[config.mk]
export PLATFORM = sky130hd
export DESIGN_NAME = ca3g_ram
export DESIGN_NICKNAME = d
export VERILOG_FILES = /design/src/rtl/cellular_automaton_3d_generations_macros.svh /design/src/rtl/ca3g_ram.sv
export SDC_FILE = /design/constraint.sdc
export NUM_CORES = 2
export LEC_CHECK = 0
export CAP_MARGIN = 5
export CORE_ASPECT_RATIO = 1.5
export CORE_MARGIN = 2
export CORE_UTILIZATION = 48
export CTS_CLUSTER_DIAMETER = 80
export DETAILED_ROUTE_END_ITERATION = 6
export DONT_BUFFER_PORTS = 1
export HOLD_SLACK_MARGIN = 0.03
export SETUP_SLACK_MARGIN = 0.2
export SKIP_LAST_GASP = 1
export SLEW_MARGIN = 30
export SYNTH_ARGS = -nofsm -noshare
export SYNTH_HDL_FRONTEND = slang
export SYNTH_SLANG_ARGS = --single-unit
[constraint.sdc]
create_clock -name clk_i -period 5.7 [get_ports clk_i]
set_clock_uncertainty 0.1 [all_clocks]
set_input_delay 0 -clock clk_i [delete_from_list [all_inputs] [get_ports clk_i]]
set_output_delay 0 -clock clk_i [all_outputs]
set_load 0.1 [all_outputs]
[src/rtl/cellular_automaton_3d_generations_macros.svh]
// Assertion helpers shared by the RTL.
`ifndef CELLULAR_AUTOMATON_3D_GENERATIONS_MACROS_SVH
`define CELLULAR_AUTOMATON_3D_GENERATIONS_MACROS_SVH

// Property checked on every clock edge outside reset.
`define CA3G_ASSERT(lbl, prop) \
  lbl: assert property (@(posedge clk_i) disable iff (!rst_ni) (prop)) \
    else $error("ca3g check failed");

// Condition in one cycle implies a consequence in the next.
`define CA3G_ASSERT_NEXT(lbl, ante, cons) \
  lbl: assert property (@(posedge clk_i) disable iff (!rst_ni) (ante) |=> (cons)) \
    else $error("ca3g sequence check failed");

`endif

[src/rtl/ca3g_ram.sv]
module ca3g_ram #(
  parameter int unsigned Width = 4,
  parameter int unsigned Depth = 1024,
  parameter int unsigned AddrW = $clog2(Depth)
) (
  input  logic             clk_i,
  input  logic             we_i,
  input  logic [AddrW-1:0] waddr_i,
  input  logic [Width-1:0] wdata_i,
  input  logic [AddrW-1:0] raddr_i,
  output logic [Width-1:0] rdata_o
);

  logic [Width-1:0] mem_q [Depth];

  always_ff @(posedge clk_i) begin
    if (we_i) begin
      mem_q[waddr_i] <= wdata_i;
    end
    rdata_o <= mem_q[raddr_i];
  end

endmodule

==> impl_metrics.tcl <==
set metrics [dict create \
    status "complete, no violations" \
    finalSetupViolCount 0 \
    grt_pass1_wl_um 659000 \
    antenna_found_initial 34 \
    synthCells 8290 \
    cts.sinks 4100 \
    drtAntennaViolNets 0 \
    hold_start "raddr_i[3]" \
    num_rows 261 \
    clock_path_buffers 4 \
    final_cell_mix "edfxtp_1 (4096), nor2_1 (1099), mux4_2 (875)" \
    synth-seq-area-share_pct 75.9 \
    clk_latency_ns 0.94 \
    hold_path_class "primary input to flip-flop" \
    root_buffer "clkbuf_16" \
    syn2layout_area_growth_pct 11.6 \
    yosys.area_share.simple_pct 3.99 \
    ctsHtreeMaxLevel 5 \
    power_mw 61.3 \
    dieArea_mm2 0.342 \
    hold_path_depth 6 \
    maxCapViolCount 0 \
    synth_compound_area_share_pct 2.96 \
    fin_hold_ws_ns 0.0558 \
    cp-start-kind "primary input" \
    ctsResizeCount 0 \
    final_nets 8403 \
    rsz0062_at_grt "no" \
    syn_area_per_cell_um2 19.6 \
    critPathLaunch "raddr_i[0]" \
    num_vias 83800 \
    crit_fanout 95 \
    synth.yosys.warnings 0 \
    synthesis.area_mm2 0.162 \
    firstDrtPassIters 5 \
    ys.flop_type "edfxtp_1" \
    r2r_cells 10 \
    fillCellCount 25800 \
    post-route-min-period_ns 4.98 \
    drc 0 \
    synth_top_family_by_area "multiplexers" \
    rrSetupSlack_ns 1.75 \
    drive_above_1_share_pct 20.5 \
    routed_via_density 6.35 \
    wl_per_cell_um 36.0 \
    drtIter0Drc 10500 \
    core-area_mm2 0.336 \
    required_ns 6.42 \
    grt-ovfl-total 0 \
    p_leak_nw 55.5 \
    relSlewSlack_pct 28.5 \
    numCtsBuffers 373 \
    drt_wl_total_um 474000 \
    gp_congestion 0.853 \
    boundaryPins 30 \
    die_y_um 716 \
    synth-xor-area-share_pct 0 \
    ir_worst_vdd_uv 245 \
    rr_startpoint "mem_q[936][1]" \
    synthDistinctLibCells 76 \
    placed_cell_area_mm2 0.168 \
    min_to "rdata_o[1]" \
    layout_setup_ws_ns 0.723 \
    timing.fmax_mhz 201 \
    timing.rr.end "rdata_o[1]" \
    die_w_um 478 \
    first_global_vias 85800 \
    synth-edff-count 4096 \
    final_core_util_pct 53.8 \
    final_common_cell "edfxtp_1" \
    maxSlewViolCount 0 \
    async_flop_share_pct 0 \
    finalHoldViolCount 0 \
    cts_tree "yes" \
    portBuffers 0 \
    grt_max_degree 209 \
    dp_hpwl_um 282000 \
    start_util_pct 48.2 \
    muxShareOfSynthArea_pct 15.2 \
    clkTransAtPathRegs_ns 0.06 \
    final_cell_area_mm2 0.181 \
    cp.arrival_ns 5.70 \
    crit_type "primary input to flip-flop" \
    synth_adder_area_share_pct 0 \
    ys_ff_latch 4100 \
    end_kind "flip-flop" \
    min_period_over_period_pct 87.3 \
    synth_fp_nets 8316 \
    pre_cts_ws_ns -0.908 \
    tightest_slew_ns 1.07 \
    grt_usage_pct 27.4 \
    power_density_mw_per_mm2 339 \
]
sequential cells by signal, indices dropped and copies added (netlist names):
| name | flops |
|---|---|
| rdata_o | 4 |
| mem_q | 4096 |
Yosys cell counts, types with 15 or more instances:
cell type	n	area, µm²
a22oi_1	80	601
nor2_1	1103	4140
o21ai_0	66	330
mux2_2	23	259
clkbuf_1	300	1130
nand2_1	166	623
buf_4	60	450
a221oi_1	29	254
mux2i_1	461	4610
nor3_1	100	500
buf_1	84	315
nor2b_1	15	93.8
edfxtp_1	4096	123000
o22ai_1	89	557
buf_6	81	912
o221ai_1	168	1470
mux4_2	875	19700
buf_2	64	320
nor4_1	21	131
nand3_1	62	310
a21oi_1	129	646
worst max-delay path by stage:
stage / to
floorplan: rdata_o[1]
detailed placement: rdata_o[1]
global placement: rdata_o[1]
CTS: rdata_o[3]
finish: rdata_o[3]
global route: rdata_o[3]
metal layers:
metal	up-vias	wire length [µm]	GRT usage [%]
li1	34100	-	-
met1	44600	162000	32.8
met2	4157	245000	47.6
met3	939	37700	4.26
met4	8	29300	15.1
met5	-	55	0
layout make-up:
cell class	count	area (µm²)	area share, %
Clock inverter	224	2070	1.15
Sequential cell	4100	123000	68.0
Antenna cell	41	103	0.0567
Multi-Input combinational cell	3593	36400	20.1
Tap cell	4471	5590	3.09
Timing Repair Buffer	303	3820	2.11
Inverter	6	36.3	0.0201
Clock buffer	453	9780	5.41
through the flow:
step           std cells  setup TNS (ns)
2_1_floorplan       8290               0
3_3_place_gp       12400           -1.49
3_5_place_dp       12400           -2.49
4_1_cts            13100               0
5_1_grt            13200               0
6_report           13200               0
power breakdown:
group / switching, mW / internal (mW)
combinational: 2.09 / 1.08
sequential: 0.0453 / 33.2
clock: 11.1 / 13.8
critical path: stages:
cell and delay, ns:
buf_16 0.38, buf_16 0.34, buf_16 0.38, buf_16 0.42, buf_16 0.32, buf_16 0.37
buf_16 0.35, buf_16 0.39, mux4_2 0.59, a2111oi_0 0.42, buf_4 0.18, nor3_1 0.04
nand4_1 0.13, nor2_1 0.07, nor2_1 0.09, o2111ai_1 0.10, dlygate4sd3_1 0.56
what timing repair did:
action	CTS	global route
pin swaps	0	0
buffers inserted	0	0
endpoints found under the setup margin	1	4
gates cloned	1	2
hold endpoints to repair	4187	80
hold buffers	50	1
logic make-up after synthesis:
group | Yosys count
compound gates | 674
simple gates | 1560
buf+inv | 597
mux | 1359
flops | 4100
(Power assumes the default switching activity.)
